--- src/hw/rtl/pcma_pkg.sv ---
// ----------------------------------------------------------------------------
// pcma_pkg
// Shared types and constants of the per-class moving average alert block.
// ----------------------------------------------------------------------------
`default_nettype none

package pcma_pkg;

    // fixed field widths
    localparam int SCORE_W = 16;
    localparam int LABEL_W = 4;
    localparam int LEVEL_W = 2;
    localparam int CFG_W   = 5;
    localparam int CFG_IDX_W = 1;

    // Q1.15 one and default thresholds (0.6, 0.7, 0.8)
    localparam logic [SCORE_W-1:0] Q_ONE    = 16'd32768;
    localparam logic [SCORE_W-1:0] DEF_LOW  = 16'd19661;
    localparam logic [SCORE_W-1:0] DEF_MID  = 16'd22938;
    localparam logic [SCORE_W-1:0] DEF_HIGH = 16'd26214;

    // reset values of the configuration registers
    localparam logic [3:0] RST_ACTIVE = 4'd8;
    localparam logic [4:0] RST_WINDOW = 5'd16;

    // item kinds
    localparam logic FUNC_ADD    = 1'b0;
    localparam logic FUNC_THRESH = 1'b1;

    // register indexes
    localparam logic [CFG_IDX_W-1:0] REG_ACTIVE_LABELS = 1'd0;
    localparam logic [CFG_IDX_W-1:0] REG_WINDOW_SIZE   = 1'd1;

    // alert levels
    localparam logic [LEVEL_W-1:0] LVL_NONE      = 2'd0;
    localparam logic [LEVEL_W-1:0] LVL_SEEMS     = 2'd1;
    localparam logic [LEVEL_W-1:0] LVL_PRESENT   = 2'd2;
    localparam logic [LEVEL_W-1:0] LVL_ATTENTION = 2'd3;

    // the three thresholds of one label
    typedef struct packed {
        logic [SCORE_W-1:0] high;
        logic [SCORE_W-1:0] mid;
        logic [SCORE_W-1:0] low;
    } t_thr;

endpackage

`default_nettype wire

--- src/hw/rtl/pcma_div.sv ---
// ----------------------------------------------------------------------------
// pcma_div
// Restoring divider, one quotient bit per cycle.
// ----------------------------------------------------------------------------
`default_nettype none

module pcma_div #(
    parameter int NW = 21,
    parameter int DW = 5
) (
    input  wire logic          i_clk,
    input  wire logic          i_rst_n,
    input  wire logic          i_start,
    input  wire logic [NW-1:0] i_dividend,
    input  wire logic [DW-1:0] i_divisor,
    output logic               o_busy,
    output logic               o_done,
    output logic [NW-1:0]      o_quot
);

    localparam int CW = $clog2(NW + 1);

    logic [DW-1:0] r_rem;
    logic [NW-1:0] r_quo;
    logic [DW-1:0] r_div;
    logic [CW-1:0] r_cnt;
    logic          r_busy;
    logic          r_done;

    logic [DW:0]   trial;
    logic          fits;
    logic [DW:0]   diff;

    // shift in the next dividend bit and try a subtract
    assign trial = {r_rem, r_quo[NW-1]};
    assign fits  = (trial >= {1'b0, r_div});
    assign diff  = trial - {1'b0, r_div};

    always_ff @(posedge i_clk) begin
        if (!i_rst_n) begin
            r_busy <= 1'b0;
            r_done <= 1'b0;
            r_cnt  <= '0;
        end else begin
            r_done <= 1'b0;
            if (i_start) begin
                r_busy <= 1'b1;
                r_cnt  <= CW'(NW);
            end else if (r_busy) begin
                r_cnt <= r_cnt - 1'b1;
                if (r_cnt == CW'(1)) begin
                    r_busy <= 1'b0;
                    r_done <= 1'b1;
                end
            end
        end
    end

    // datapath
    always_ff @(posedge i_clk) begin
        if (i_start) begin
            r_quo <= i_dividend;
            r_rem <= '0;
            r_div <= i_divisor;
        end else if (r_busy) begin
            r_quo <= {r_quo[NW-2:0], fits};
            r_rem <= fits ? diff[DW-1:0] : trial[DW-1:0];
        end
    end

    assign o_busy = r_busy;
    assign o_done = r_done;
    assign o_quot = r_quo;

endmodule

`default_nettype wire

--- src/hw/rtl/pcma_label_store.sv ---
// ----------------------------------------------------------------------------
// pcma_label_store
// Per-label state memory: ring position, fill count, sum and thresholds.
// ----------------------------------------------------------------------------
`default_nettype none

module pcma_label_store #(
    parameter int LABELS = 8,
    parameter int LW     = 3,
    parameter int PW     = 4,
    parameter int FW     = 5,
    parameter int SW     = 21
) (
    input  wire logic            i_clk,
    input  wire logic            i_rst_n,
    input  wire logic            i_clear,
    input  wire logic            i_rd_en,
    input  wire logic [LW-1:0]   i_rd_addr,
    output logic [PW-1:0]        o_pos,
    output logic [FW-1:0]        o_fill,
    output logic [SW-1:0]        o_sum,
    output pcma_pkg::t_thr       o_thr,
    input  wire logic            i_wr_en,
    input  wire logic [LW-1:0]   i_wr_addr,
    input  wire logic [PW-1:0]   i_wr_pos,
    input  wire logic [FW-1:0]   i_wr_fill,
    input  wire logic [SW-1:0]   i_wr_sum,
    input  wire pcma_pkg::t_thr  i_wr_thr
);

    localparam int TW = 3 * pcma_pkg::SCORE_W;
    localparam int EW = PW + FW + SW + TW;

    logic [EW-1:0]     mem [LABELS];
    logic [EW-1:0]     r_q;
    logic              r_ring_ok;
    logic              r_thr_ok;
    logic [LABELS-1:0] r_ring_vld;
    logic [LABELS-1:0] r_thr_vld;

    pcma_pkg::t_thr    def_thr;

    // entry memory, registered read
    always_ff @(posedge i_clk) begin
        if (i_wr_en) begin
            mem[i_wr_addr] <= {i_wr_pos, i_wr_fill, i_wr_sum, i_wr_thr};
        end
        if (i_rd_en) begin
            r_q <= mem[i_rd_addr];
        end
    end

    // valid bits: ring part cleared on window change, thresholds on reset only
    always_ff @(posedge i_clk) begin
        if (!i_rst_n) begin
            r_ring_vld <= '0;
            r_thr_vld  <= '0;
            r_ring_ok  <= 1'b0;
            r_thr_ok   <= 1'b0;
        end else begin
            if (i_rd_en) begin
                r_ring_ok <= r_ring_vld[i_rd_addr];
                r_thr_ok  <= r_thr_vld[i_rd_addr];
            end
            if (i_clear) begin
                r_ring_vld <= '0;
            end else if (i_wr_en) begin
                r_ring_vld[i_wr_addr] <= 1'b1;
            end
            if (i_wr_en) begin
                r_thr_vld[i_wr_addr] <= 1'b1;
            end
        end
    end

    assign def_thr.low  = pcma_pkg::DEF_LOW;
    assign def_thr.mid  = pcma_pkg::DEF_MID;
    assign def_thr.high = pcma_pkg::DEF_HIGH;

    // entries never written read as their reset value
    assign o_pos  = r_ring_ok ? r_q[EW-1 -: PW] : '0;
    assign o_fill = r_ring_ok ? r_q[EW-PW-1 -: FW] : '0;
    assign o_sum  = r_ring_ok ? r_q[TW+SW-1 -: SW] : '0;
    assign o_thr  = r_thr_ok ? pcma_pkg::t_thr'(r_q[TW-1:0]) : def_thr;

endmodule

`default_nettype wire

--- src/hw/rtl/per_class_moving_average_alert.sv ---
// ----------------------------------------------------------------------------
// per_class_moving_average_alert
// Per-label ring of recent scores with running mean and three-level alert.
// Score words look up the label, update the ring and pass through the bit-serial
// divider over the SW-bit window sum before the result is loaded; threshold words
// and unknown labels skip the divider. One word at a time: input ready returns in
// the cycle after the result is loaded into the output.
// Reset (synchronous) restores the registers and marks every label entry as
// empty with default thresholds through valid bits; no clearing pass.
// ----------------------------------------------------------------------------
`default_nettype none

module per_class_moving_average_alert #(
    parameter int MAX_LABELS = 8,
    parameter int MAX_WINDOW = 16
) (
    input  wire logic        i_clk,
    input  wire logic        i_rst_n,
    // input stream
    input  wire logic        i_s_axis_tvalid,
    output logic             o_s_axis_tready,
    input  wire logic [71:0] i_s_axis_tdata,  // label[3:0], sample, low, mid, high
    input  wire logic        i_s_axis_tuser,  // func
    // result stream
    output logic             o_m_axis_tvalid,
    input  wire logic        i_m_axis_tready,
    output logic [23:0]      o_m_axis_tdata,  // average[15:0], level[17:16], accepted[18]
    // configuration
    input  wire logic                               i_cfg_we,
    input  wire logic [pcma_pkg::CFG_IDX_W-1:0]     i_cfg_idx,
    input  wire logic [pcma_pkg::CFG_W-1:0]         i_cfg_data
);

    localparam int SCW  = pcma_pkg::SCORE_W;
    localparam int LW   = (MAX_LABELS > 1) ? $clog2(MAX_LABELS) : 1;
    localparam int PW   = (MAX_WINDOW > 1) ? $clog2(MAX_WINDOW) : 1;
    localparam int FW   = $clog2(MAX_WINDOW + 1);
    localparam int SW   = SCW + FW;
    localparam int DEPTH = MAX_LABELS * MAX_WINDOW;
    localparam int SAW  = (DEPTH > 1) ? $clog2(DEPTH) : 1;

    typedef enum logic [2:0] {
        S_IDLE,
        S_LOOK,
        S_SCORE,
        S_DIV,
        S_DONE
    } t_state;

    t_state r_state;

    // configuration
    logic [3:0] r_active;
    logic [4:0] r_window;

    // latched item
    logic                r_func;
    logic [LW-1:0]       r_idx;
    logic                r_known;
    logic [SCW-1:0]      r_sample;
    pcma_pkg::t_thr      r_new_thr;
    logic [PW-1:0]       r_pos;
    logic [SAW-1:0]      r_slot;
    logic [SCW-1:0]      r_avg;
    logic                r_add;
    logic                r_acc;

    // output register
    logic                r_out_vld;
    logic [SCW-1:0]      r_out_avg;
    logic [1:0]          r_out_lvl;
    logic                r_out_acc;

    // score memory
    logic [SCW-1:0]      score_mem [DEPTH];
    logic [SCW-1:0]      r_score_q;

    // item fields
    logic [3:0]          in_label;
    logic [SCW-1:0]      in_sample;
    logic [SCW-1:0]      in_sample_sat;
    logic                in_known;
    logic                in_accept;

    // window and ring arithmetic
    logic [8:0]          w_big;
    logic [FW-1:0]       w_eff;
    logic [PW-1:0]       st_pos;
    logic [FW-1:0]       st_fill;
    logic [SW-1:0]       st_sum;
    pcma_pkg::t_thr      st_thr;
    logic [PW-1:0]       pos_eff;
    logic [SAW-1:0]      slot;
    logic                ascending;
    logic                ring_full;
    logic [SW-1:0]       new_sum;
    logic [FW-1:0]       new_fill;
    logic [FW-1:0]       pos_inc;
    logic [PW-1:0]       new_pos;
    logic [1:0]          level;

    // store control
    logic                st_rd_en;
    logic                st_wr_en;
    logic [PW-1:0]       st_wr_pos;
    logic [FW-1:0]       st_wr_fill;
    logic [SW-1:0]       st_wr_sum;
    pcma_pkg::t_thr      st_wr_thr;
    logic                cfg_clear;

    // divider
    logic                div_start;
    logic                div_busy;
    logic                div_done;
    logic [SW-1:0]       div_quot;

    // ---- input decode
    assign in_label  = i_s_axis_tdata[3:0];
    assign in_sample = i_s_axis_tdata[19:4];
    assign in_sample_sat = (in_sample > pcma_pkg::Q_ONE) ? pcma_pkg::Q_ONE : in_sample;
    assign in_known  = (in_label < r_active) && ({3'b000, in_label} < 7'(MAX_LABELS));
    assign in_accept = i_s_axis_tvalid && o_s_axis_tready;
    assign o_s_axis_tready = (r_state == S_IDLE);

    // effective window: 0 acts as 1, capped at MAX_WINDOW
    assign w_big = (r_window == 5'd0) ? 9'd1 :
                   ((9'(r_window) > 9'(MAX_WINDOW)) ? 9'(MAX_WINDOW) : 9'(r_window));
    assign w_eff = FW'(w_big);

    // ---- configuration port
    assign cfg_clear = i_cfg_we && (i_cfg_idx == pcma_pkg::REG_WINDOW_SIZE);

    always_ff @(posedge i_clk) begin
        if (!i_rst_n) begin
            r_active <= pcma_pkg::RST_ACTIVE;
            r_window <= pcma_pkg::RST_WINDOW;
        end else if (i_cfg_we) begin
            case (i_cfg_idx)
                pcma_pkg::REG_ACTIVE_LABELS: r_active <= i_cfg_data[3:0];
                pcma_pkg::REG_WINDOW_SIZE:   r_window <= i_cfg_data;
                default: ;
            endcase
        end
    end

    // ---- label lookup
    assign pos_eff   = (FW'(st_pos) >= w_eff) ? '0 : st_pos;
    assign slot      = SAW'(r_idx) * SAW'(MAX_WINDOW) + SAW'(pos_eff);
    assign ascending = (r_new_thr.low < r_new_thr.mid) && (r_new_thr.mid < r_new_thr.high);

    // ---- ring update
    assign ring_full = (st_fill >= w_eff);
    assign new_sum   = (ring_full ? (st_sum - SW'(r_score_q)) : st_sum) + SW'(r_sample);
    assign new_fill  = ring_full ? w_eff : (st_fill + 1'b1);
    assign pos_inc   = FW'(r_pos) + 1'b1;
    assign new_pos   = (pos_inc >= w_eff) ? '0 : PW'(pos_inc);

    assign st_rd_en  = in_accept && in_known;
    assign st_wr_en  = ((r_state == S_LOOK) && r_known && (r_func == pcma_pkg::FUNC_THRESH)
                        && ascending) || (r_state == S_SCORE);
    assign st_wr_pos  = (r_state == S_SCORE) ? new_pos  : st_pos;
    assign st_wr_fill = (r_state == S_SCORE) ? new_fill : st_fill;
    assign st_wr_sum  = (r_state == S_SCORE) ? new_sum  : st_sum;
    assign st_wr_thr  = (r_state == S_SCORE) ? st_thr   : r_new_thr;
    assign div_start  = (r_state == S_SCORE);

    pcma_label_store #(
        .LABELS (MAX_LABELS),
        .LW     (LW),
        .PW     (PW),
        .FW     (FW),
        .SW     (SW)
    ) u_store (
        .i_clk     (i_clk),
        .i_rst_n   (i_rst_n),
        .i_clear   (cfg_clear),
        .i_rd_en   (st_rd_en),
        .i_rd_addr (LW'(in_label)),
        .o_pos     (st_pos),
        .o_fill    (st_fill),
        .o_sum     (st_sum),
        .o_thr     (st_thr),
        .i_wr_en   (st_wr_en),
        .i_wr_addr (r_idx),
        .i_wr_pos  (st_wr_pos),
        .i_wr_fill (st_wr_fill),
        .i_wr_sum  (st_wr_sum),
        .i_wr_thr  (st_wr_thr)
    );

    // score ring memory; a slot read is used only when the ring is full, and then it was written since the last clear
    always_ff @(posedge i_clk) begin
        if (r_state == S_SCORE) begin
            score_mem[r_slot] <= r_sample;
        end
        if ((r_state == S_LOOK) && r_known && (r_func == pcma_pkg::FUNC_ADD)) begin
            r_score_q <= score_mem[slot];
        end
    end

    // ---- mean
    pcma_div #(
        .NW (SW),
        .DW (FW)
    ) u_div (
        .i_clk      (i_clk),
        .i_rst_n    (i_rst_n),
        .i_start    (div_start),
        .i_dividend (new_sum),
        .i_divisor  (new_fill),
        .o_busy     (div_busy),
        .o_done     (div_done),
        .o_quot     (div_quot)
    );

    // ---- alert level
    always_comb begin
        if (!r_add) begin
            level = pcma_pkg::LVL_NONE;
        end else if (r_avg > st_thr.high) begin
            level = pcma_pkg::LVL_ATTENTION;
        end else if (r_avg > st_thr.mid) begin
            level = pcma_pkg::LVL_PRESENT;
        end else if (r_avg > st_thr.low) begin
            level = pcma_pkg::LVL_SEEMS;
        end else begin
            level = pcma_pkg::LVL_NONE;
        end
    end

    // ---- sequencer and output register
    always_ff @(posedge i_clk) begin
        if (!i_rst_n) begin
            r_state   <= S_IDLE;
            r_out_vld <= 1'b0;
        end else begin
            // load a new result, or drop the one just taken
            if ((r_state == S_DONE) && (!r_out_vld || i_m_axis_tready)) begin
                r_out_vld <= 1'b1;
            end else if (r_out_vld && i_m_axis_tready) begin
                r_out_vld <= 1'b0;
            end
            case (r_state)
                S_IDLE: begin
                    if (in_accept) begin
                        r_state <= S_LOOK;
                    end
                end
                S_LOOK: begin
                    if (r_known && (r_func == pcma_pkg::FUNC_ADD)) begin
                        r_state <= S_SCORE;
                    end else begin
                        r_state <= S_DONE;
                    end
                end
                S_SCORE: r_state <= S_DIV;
                S_DIV: begin
                    if (div_done) begin
                        r_state <= S_DONE;
                    end
                end
                S_DONE: begin
                    if (!r_out_vld || i_m_axis_tready) begin
                        r_state <= S_IDLE;
                    end
                end
                default: r_state <= S_IDLE;
            endcase
        end
    end

    // datapath registers
    always_ff @(posedge i_clk) begin
        case (r_state)
            S_IDLE: begin
                if (in_accept) begin
                    r_func    <= i_s_axis_tuser;
                    r_idx     <= LW'(in_label);
                    r_known   <= in_known;
                    r_sample  <= in_sample_sat;
                    r_new_thr.low  <= i_s_axis_tdata[35:20];
                    r_new_thr.mid  <= i_s_axis_tdata[51:36];
                    r_new_thr.high <= i_s_axis_tdata[67:52];
                end
            end
            S_LOOK: begin
                r_pos  <= pos_eff;
                r_slot <= slot;
                r_avg  <= '0;
                r_add  <= 1'b0;
                r_acc  <= r_known && ((r_func == pcma_pkg::FUNC_ADD) || ascending);
            end
            S_DIV: begin
                if (div_done) begin
                    r_avg <= div_quot[SCW-1:0];
                    r_add <= 1'b1;
                end
            end
            S_DONE: begin
                if (!r_out_vld || i_m_axis_tready) begin
                    r_out_avg <= r_avg;
                    r_out_lvl <= level;
                    r_out_acc <= r_acc;
                end
            end
            default: ;
        endcase
    end

    assign o_m_axis_tvalid = r_out_vld;
    assign o_m_axis_tdata  = {5'b00000, r_out_acc, r_out_lvl, r_out_avg};

    // ---- checks
    a_ready_not_dividing: assert property (@(posedge i_clk) disable iff (!i_rst_n)
        o_s_axis_tready |-> !div_busy)
        else $error("input ready while the divider is busy");

    a_div_done_in_div: assert property (@(posedge i_clk) disable iff (!i_rst_n)
        div_done |-> (r_state == S_DIV))
        else $error("divider finished outside the divide step");

    a_result_from_done: assert property (@(posedge i_clk) disable iff (!i_rst_n)
        $rose(o_m_axis_tvalid) |-> $past(r_state == S_DONE))
        else $error("result loaded outside the done step");

    a_rejected_is_zero: assert property (@(posedge i_clk) disable iff (!i_rst_n)
        (o_m_axis_tvalid && !o_m_axis_tdata[18]) |-> (o_m_axis_tdata[17:0] == 18'd0))
        else $error("rejected word carries a mean or level");

endmodule

`default_nettype wire
--- config.mk ---
export PLATFORM = sky130hd
export DESIGN_NAME = per_class_moving_average_alert
export DESIGN_NICKNAME = d
export VERILOG_FILES = /design/src/hw/rtl/pcma_pkg.sv /design/src/hw/rtl/pcma_div.sv /design/src/hw/rtl/pcma_label_store.sv /design/src/hw/rtl/per_class_moving_average_alert.sv
export SDC_FILE = /design/constraint.sdc
export NUM_CORES = 2
export LEC_CHECK = 0
export BUFFER_PORTS_ARGS = -buffer_cell sky130_fd_sc_hd__buf_2
export CAP_MARGIN = 25
export CELL_PAD_IN_SITES_DETAIL_PLACEMENT = 1
export CELL_PAD_IN_SITES_GLOBAL_PLACEMENT = 1
export CORE_MARGIN = 10
export CORE_UTILIZATION = 50
export DETAILED_ROUTE_END_ITERATION = 8
export PLACE_DENSITY = 0.86
export REMOVE_ABC_BUFFERS = 1
export SLEW_MARGIN = 10
export SYNTH_ARGS = -nofsm -noshare
export SYNTH_HDL_FRONTEND = slang
export SYNTH_SLANG_ARGS = --single-unit
--- constraint.sdc ---
create_clock -name i_clk -period 8.27 [get_ports i_clk]
set_input_delay 0.4135 -clock i_clk [delete_from_list [all_inputs] [get_ports i_clk]]
set_output_delay 0.4135 -clock i_clk [all_outputs]
set_load 0.02 [all_outputs]
Yosys cells after proc, flatten, opt, wreduce, memory -nomap -nowiden

Memories as Yosys holds them, arrays and structs flattened. A register that Yosys moved wholly into a read port is not among the register bits.
Cells that the tools add are included.

Register bits after elaboration: 186
Bits in writable memories: 2672
Input port bits: 84
Output and inout port bits: 26
Logic and storage cells: 148
Memories: 2

Memories:

| name        | depth | bits a word | rd ports | clocked after Yosys merged registers in | wr ports | RTL line                             | RTL |
|---|---|---|---|---|---|---|---|
| score_mem   | 128   | 16          | 1        | 1                                       | 1        | per_class_moving_average_alert.sv:75 | `logic [SCW-1:0] score_mem [DEPTH];` |
| u_store.mem | 8     | 78          | 1        | 1                                       | 1        | pcma_label_store.sv:34               | `logic [EW-1:0] mem [LABELS];` |

$add $sub $neg: 7
Magnitude comparators: 16
Equal/unequal tests: 8
Multiplexer cells: 47
Bitwise logic cells: 6
Reductions and logical operators: 32

Operators by type and width:

| kind                                                | number |
|---|---|
| 2-to-1 mux 21 bit                                   | 5 |
| 2-to-1 mux 48 bit                                   | 2 |
| > comparator 16 bit                                 | 3 |
| 2-to-1 mux 5 bit                                    | 8 |
| < comparator 16 bit                                 | 2 |
| case mux 16 bit (2 select lines)                    | 1 |
| adder 21 x 16 -> 21 bit                             | 1 |
| subtractor 21 x 16 -> 21 bit                        | 1 |
| > comparator 16 bit (second input constant)         | 1 |
| 2-to-1 mux 16 bit                                   | 1 |
| 2-to-1 mux 4 bit                                    | 4 |
| OR 8 bit                                            | 2 |
| 2-to-1 mux 1 bit                                    | 15 |
| case mux 3 bit (5 select lines)                     | 1 |
| logical AND 1 bit                                   | 14 |
| 2-to-1 mux 3 bit                                    | 4 |
| greater-or-equal comparator 5 bit                   | 2 |
| AND reduction 2 bit                                 | 5 |
| < comparator 3 x 4 -> 1 bit (second input constant) | 2 |
| adder 7 x 4 -> 7 bit                                | 1 |
| binary-select mux 1 bit (select 3 bit)              | 2 |
| == test 3 x 2 -> 1 bit (second input constant)      | 2 |
| greater-or-equal comparator 6 x 5 -> 1 bit          | 1 |
| != test 2 x 1 -> 1 bit (second input constant)      | 3 |
| other kinds (24)                                    | 33 |

Logic depth before layout (Yosys ltp)

Depth in word-level cells: 7
Gate-level depth with buffers: 24
Depth with buffers taken out: 21

Modules after synthesis

A second synthesis with hierarchy kept.

Cells, all modules: 7318
Area total of the unflattened synthesis: 119696.0 um^2

Modules (own cells, without submodules):

| module                         | instances | cells each | area each (um^2) | seq. area each (um^2) |
|---|---|---|---|---|
| per_class_moving_average_alert | 1         | 6046       | 90907.2          | 65632.9 |
| pcma_label_store               | 1         | 1134       | 27007.2          | 21440.6 |
| pcma_div                       | 1         | 138        | 1781.7           | 1021.0 |

Worst setup path after synthesis

No wires, ideal clock.

Path kind: reg2reg
Start point: register r_state[1]
End point: register u_store.r_q[0] (read register of u_store.mem), enable pin
Setup time: 468 ps
Arrival time: 5250 ps
Required time: 7802 ps
Path slack: 2552 ps
Cell stages (with the launch flop): 6
Period minus slack after synthesis: 5718 ps
Path through: dfxtp_1 > clkbuf_1 > nor3_1 > and2_1 > and2_1 > clkbuf_1

Longest elaborated chain between the ends: 3

Ends and longest elaborated chain:

| element                | RTL line                              | RTL |
|---|---|---|
| from (decl)            | per_class_moving_average_alert.sv:50  | `t_state r_state;` |
| from (signal assigned) | per_class_moving_average_alert.sv:234 | `r_state <= S_IDLE;` |
| from (signal assigned) | per_class_moving_average_alert.sv:246 | `r_state <= S_LOOK;` |
| from (signal assigned) | per_class_moving_average_alert.sv:251 | `r_state <= S_SCORE;` |
| zero test 3 bit        | per_class_moving_average_alert.sv:123 | `assign o_s_axis_tready = (r_state == S_IDLE);` |
| via o_s_axis_tready    | per_class_moving_average_alert.sv:21  | `output logic o_s_axis_tready,` |
| logical AND 1 bit      | per_class_moving_average_alert.sv:122 | `assign in_accept = i_s_axis_tvalid && o_s_axis_tready;` |
| logical AND 1 bit      | per_class_moving_average_alert.sv:158 | `assign st_rd_en = in_accept && in_known;` |
| via st_rd_en           | per_class_moving_average_alert.sv:103 | `logic st_rd_en;` |
| to (decl)              | pcma_label_store.sv:35                | `logic [EW-1:0] r_q;` |

The timed path passes the listed nets, and every way through them passes these cells.
A chain may end at the register's enable or synchronous reset.

Worst setup path in the final report

Start point: register u_store.r_ring_ok
End point: register r_score_q[5] (read register of score_mem) (data pin)

Longest elaborated chain between the ends: 4

Ends and longest elaborated chain:

| element                                    | RTL line                              | RTL |
|---|---|---|
| from (decl)                                | pcma_label_store.sv:36                | `logic r_ring_ok;` |
| from (signal assigned)                     | pcma_label_store.sv:62                | `r_ring_ok <= r_ring_vld[i_rd_addr];` |
| 2-to-1 mux 4 bit (*)                       | pcma_label_store.sv:81                | `assign o_pos = r_ring_ok ? r_q[EW-1 -: PW] : '0;` |
| greater-or-equal comparator 4 x 5 -> 1 bit | per_class_moving_average_alert.sv:147 | `assign pos_eff = (FW'(st_pos) >= w_eff) ? '0 : st_pos;` |
| 2-to-1 mux 4 bit (*)                       | per_class_moving_average_alert.sv:147 |  |
| adder 7 x 4 -> 7 bit (*)                   | per_class_moving_average_alert.sv:148 | `assign slot = SAW'(r_idx) * SAW'(MAX_WINDOW) + SAW'(pos_eff);` |
| to (decl)                                  | per_class_moving_average_alert.sv:76  | `logic [SCW-1:0] r_score_q;` |

Mark *: on every way between the ends. The rest lies on a longest branch, timed or not.

==> run_results.csv <==
group,metric,value,unit
synthesis,async_flop_share,0,
clock_tree,post_cts_resized,0,
synthesis,synth_top_family_by_area,"simple AND/OR/NAND/NOR gates",
power,ir_drop,0.243,mV
sta,finalCriticalPeriod,6830,ps
global_route,grt_pass1_wl,617,mm
clock_tree,clkTransAtPathRegs,70,ps
clock_tree,cts_tree,"done",
setup_path,crit_chain,"and2_4 -> inv_8 -> ha_1 -> nand2b_1 -> a2111oi_4 -> o21ai_4 -> nor2_4 -> buf_4 -> buf_4 -> a32oi_1 -> o211ai_1 -> and3_1 -> nand4_1 -> or3_1",
sta,setup_viol,0,
synthesis,synth_xor_area_frac,0.00298,
routing,drc,0,
routing,wire_per_inst,37.4,microns
synthesis,seq_area_frac_synth,0.749,
sta,hold_slack,153,ps
routing,final_antenna_net_count,0,
sta,fin_skew,102,ps
synthesis,synth_compound_area_frac,0.0701,
place,place.detailed.hpwl,234,mm
layout,final_util,0.571,
synthesis,ys.flop_type,"edfxtp_1",
sta,finalCritPeriodShare,0.826,
place,dp_cells,11000,
global_route,grt_max_degree,130,
sta,max_clock_freq,146,MHz
floorplanning,die_w,505,microns
routing,initialDrtViolationCount,14700,
setup_path,endpoint_kind,"flop",
layout,fin_nets,8458,
sta,relSlewSlack,0.147,
clock_tree,worstSkewPairLatency,1020,ps
floorplanning,die_h,505,microns
floorplanning,start_util,0.501,
setup_path,cp_max_fo,56,
layout,drive_above_1_share,0.134,
synthesis,ys_warn_count,0,
synthesis,muxShareOfSynthArea,0.0470,
layout,final_cells,11600,
min_path,hold_path_class,"in2reg",
clock_tree,numCtsBuffers,310,
routing,num_vias,82200,
job,drv_cap,0,
global_route,antenna_found_initial,59,
place,place_congestion,0.904,
synthesis,synth.distinct_cells,79,
global_route,grt_util_all_layers,0.329,
synthesis,synth-simple-area-share,0.0970,
setup_path,slowest_delay,730,ps
power,p_total,33.1,mW
sta,slew_violations,0,
power,p_per_area,247,mW/mm^2
synthesis,synth-edff-count,2905,
layout,multi_input_area,0.0275,sq mm
synthesis,netlist_instances,7874,
floorplanning,ios,110,
clock_tree,cts_max_level,5,
sta,tightest_slew,1270,ps
setup_path,crit_top_cell,"buf_4",
setup_path,crit_slowest_cell,"a2111oi_4",
clock_tree,cts_root_buf,"clkbuf_16",
setup_path,cp-start-kind,"flop",
synthesis,synth_top_cell_area_share,0.741,
routing,drt_first_pass_iters,9,
setup_path,path_class,"reg2reg",
layout,syn2layout_area_growth,13.9,%
layout,n_fill_cell,21600,
synthesis,syn_avg_cell_area,14.9,sq um
sta,rsz0062_at_grt,"no",
global_route,grt_overflow,0,
floorplanning,fp-row-count,178,
status,status,"complete, no violations",
floorplanning,die_area,0.255,sq mm
routing,routed_wl,436,mm
synthesis,synth_area_leaders,"edfxtp_1 74%, nand2_1 5.5%, mux4_2 3.1%",
place,port_buffers,100,
synthesis,yosys.area_share.adder,0.0150,
synthesis,mappedNetlistArea,0.118,sq mm
power,p_leak,45.1,nW
layout,seq_area,0.0881,sq mm
sta,finalHoldViolCount,0,
setup_path,crit_required,8980,ps
synthesis,synth.largest_area_cell,"edfxtp_1",
floorplanning,fp.coreArea,0.235,sq mm
synthesis,ys_ff_latch,2948,
setup_path,worstPathArrival,7540,ps
global_route,grt_pass1_vias,84900,
clock_tree,cts.sinks,2948,
routing,viasPerCell,7.06,
clock_tree,cts_buffer_depth,4,
[state kept, by name, indices dropped and copies added (netlist names), 5 cells and up]
| register | cells |
|---|---|
| r_sample | 16 |
| r_score_q | 16 |
| u_store.r_ring_vld | 8 |
| r_new_thr | 48 |
| u_store.mem | 624 |
| score_mem | 2048 |
| u_div.o_quot | 21 |
| u_store.r_q | 78 |
| u_div.r_cnt | 5 |
| r_window | 5 |
| r_avg | 16 |
| r_out_avg | 16 |
| u_store.r_thr_vld | 8 |
| u_div.r_div | 5 |
| u_div.r_rem | 5 |
[Yosys cell counts, types with 21 or more instances]
| cell | instances |
|---|---|
| edfxtp_1 | 2905 |
| nand2_1 | 1723 |
| a21oi_1 | 338 |
| nand3_1 | 299 |
| nor2_1 | 297 |
| clkbuf_1 | 233 |
| mux4_2 | 160 |
| o21ai_0 | 138 |
| a221oi_1 | 136 |
| ha_1 | 136 |
| buf_2 | 123 |
| nand4_1 | 98 |
| buf_1 | 95 |
| mux2i_1 | 93 |
| mux2_2 | 88 |
| inv_1 | 81 |
| a221o_1 | 72 |
| a31oi_1 | 66 |
| o211ai_1 | 65 |
| and3_1 | 62 |
| nor2b_1 | 62 |
| a32oi_1 | 61 |
| a222oi_1 | 57 |
| dfxtp_1 | 43 |
| a311oi_1 | 41 |
| and2_1 | 41 |
| a21o_1 | 37 |
| a211oi_1 | 36 |
| xnor2_1 | 28 |
| nand2b_1 | 22 |
| nor3_1 | 21 |
[per-layer routing]
metal | vias up | GRT usage | wire [microns]
met2 | 8177 | 0.518 | 201000
met3 | 2306 | 0.110 | 59400
met1 | 40800 | 0.378 | 136000
met4 | 62 | 0.235 | 38300
met5 | - | 0 | 408
li1 | 30900 | - | -
[path summary, 6_finish.rpt]
check	startpoint	end	slack, ps	cells after the start
worst max-delay path	u_store.r_ring_ok	r_score_q[5]	1440	14
worst min-delay path	i_s_axis_tdata[59]	r_new_thr[39]	150	2
worst max register to register	u_store.r_ring_ok	r_score_q[5]	1440	14
worst min register to register	r_acc	r_out_acc	450	0
[stage by stage]
step	TNS [ps]	cell area [sq um]	setup WS, ps
finish	0	134000	1440
global placement	0	123000	2390
CTS	0	134000	1740
floorplan	-709030	116000	-30940
detailed placement	0	123000	1930
global route	0	134000	1320
[critical path, delay by kind of cell (launching register included)]
kind	cells	cell delay, ps
buf+inv	3	1440
fa+ha+maj	1	370
flops	1	500
compound gates	4	1600
simple gates	6	2600
[final cells by class]
| type | count | area share |
|---|---|---|
| clock inverter | 157 | 0.0118 |
| timing repair buffer | 510 | 0.0317 |
| inverter | 85 | 0.00257 |
| multi-input combinational | 4380 | 0.205 |
| sequential | 2948 | 0.658 |
| antenna | 26 | 0.000486 |
| clock buffer | 379 | 0.0610 |
| tap | 3150 | 0.0294 |
[logic make-up (layout without fill, tap and decap cells)]
logic type      after synthesis  after routing
compound gates             1170           1170
xor+xnor                     40             40
fa+ha+maj                   139            139
buf+inv                     550           1131
flops                      2948           2948
mux                         341            341
other cells                   1             31
simple gates               2685           2685
[repair_timing]
item	in CTS	in global routing
hold endpoints to repair	90	0
buffers inserted	0	0
hold buffers	82	0
[power by group]
group | internal, mW | leakage [nW] | switching, mW
logic | 0.583 | 13.6 | 1.67
clock network | 8.01 | 4.76 | 6.11
registers | 16.7 | 26.7 | 0.104
[layout by cell type (no fill, tap or decap), drive strengths merged, types with 19 or more instances in the layout]
cell type,instances
a211oi,37
a21o,37
a21oi,338
a221o,72
a221oi,136
a222oi,57
a311oi,41
a31oi,66
a32oi,61
and2,41
and3,62
buf,423
bufinv,32
clkbuf,384
clkinv,109
dfxtp,43
diode,26
dlygate4sd3,82
edfxtp,2905
ha,136
inv,93
mux2,88
mux2i,93
mux4,160
nand2,1723
nand2b,22
nand3,299
nand4,98
nor2,297
nor2b,62
nor3,21
o211ai,65
o21a,19
o21ai,147
xnor2,28
Note: power is estimated with default switching activity, not from simulation.
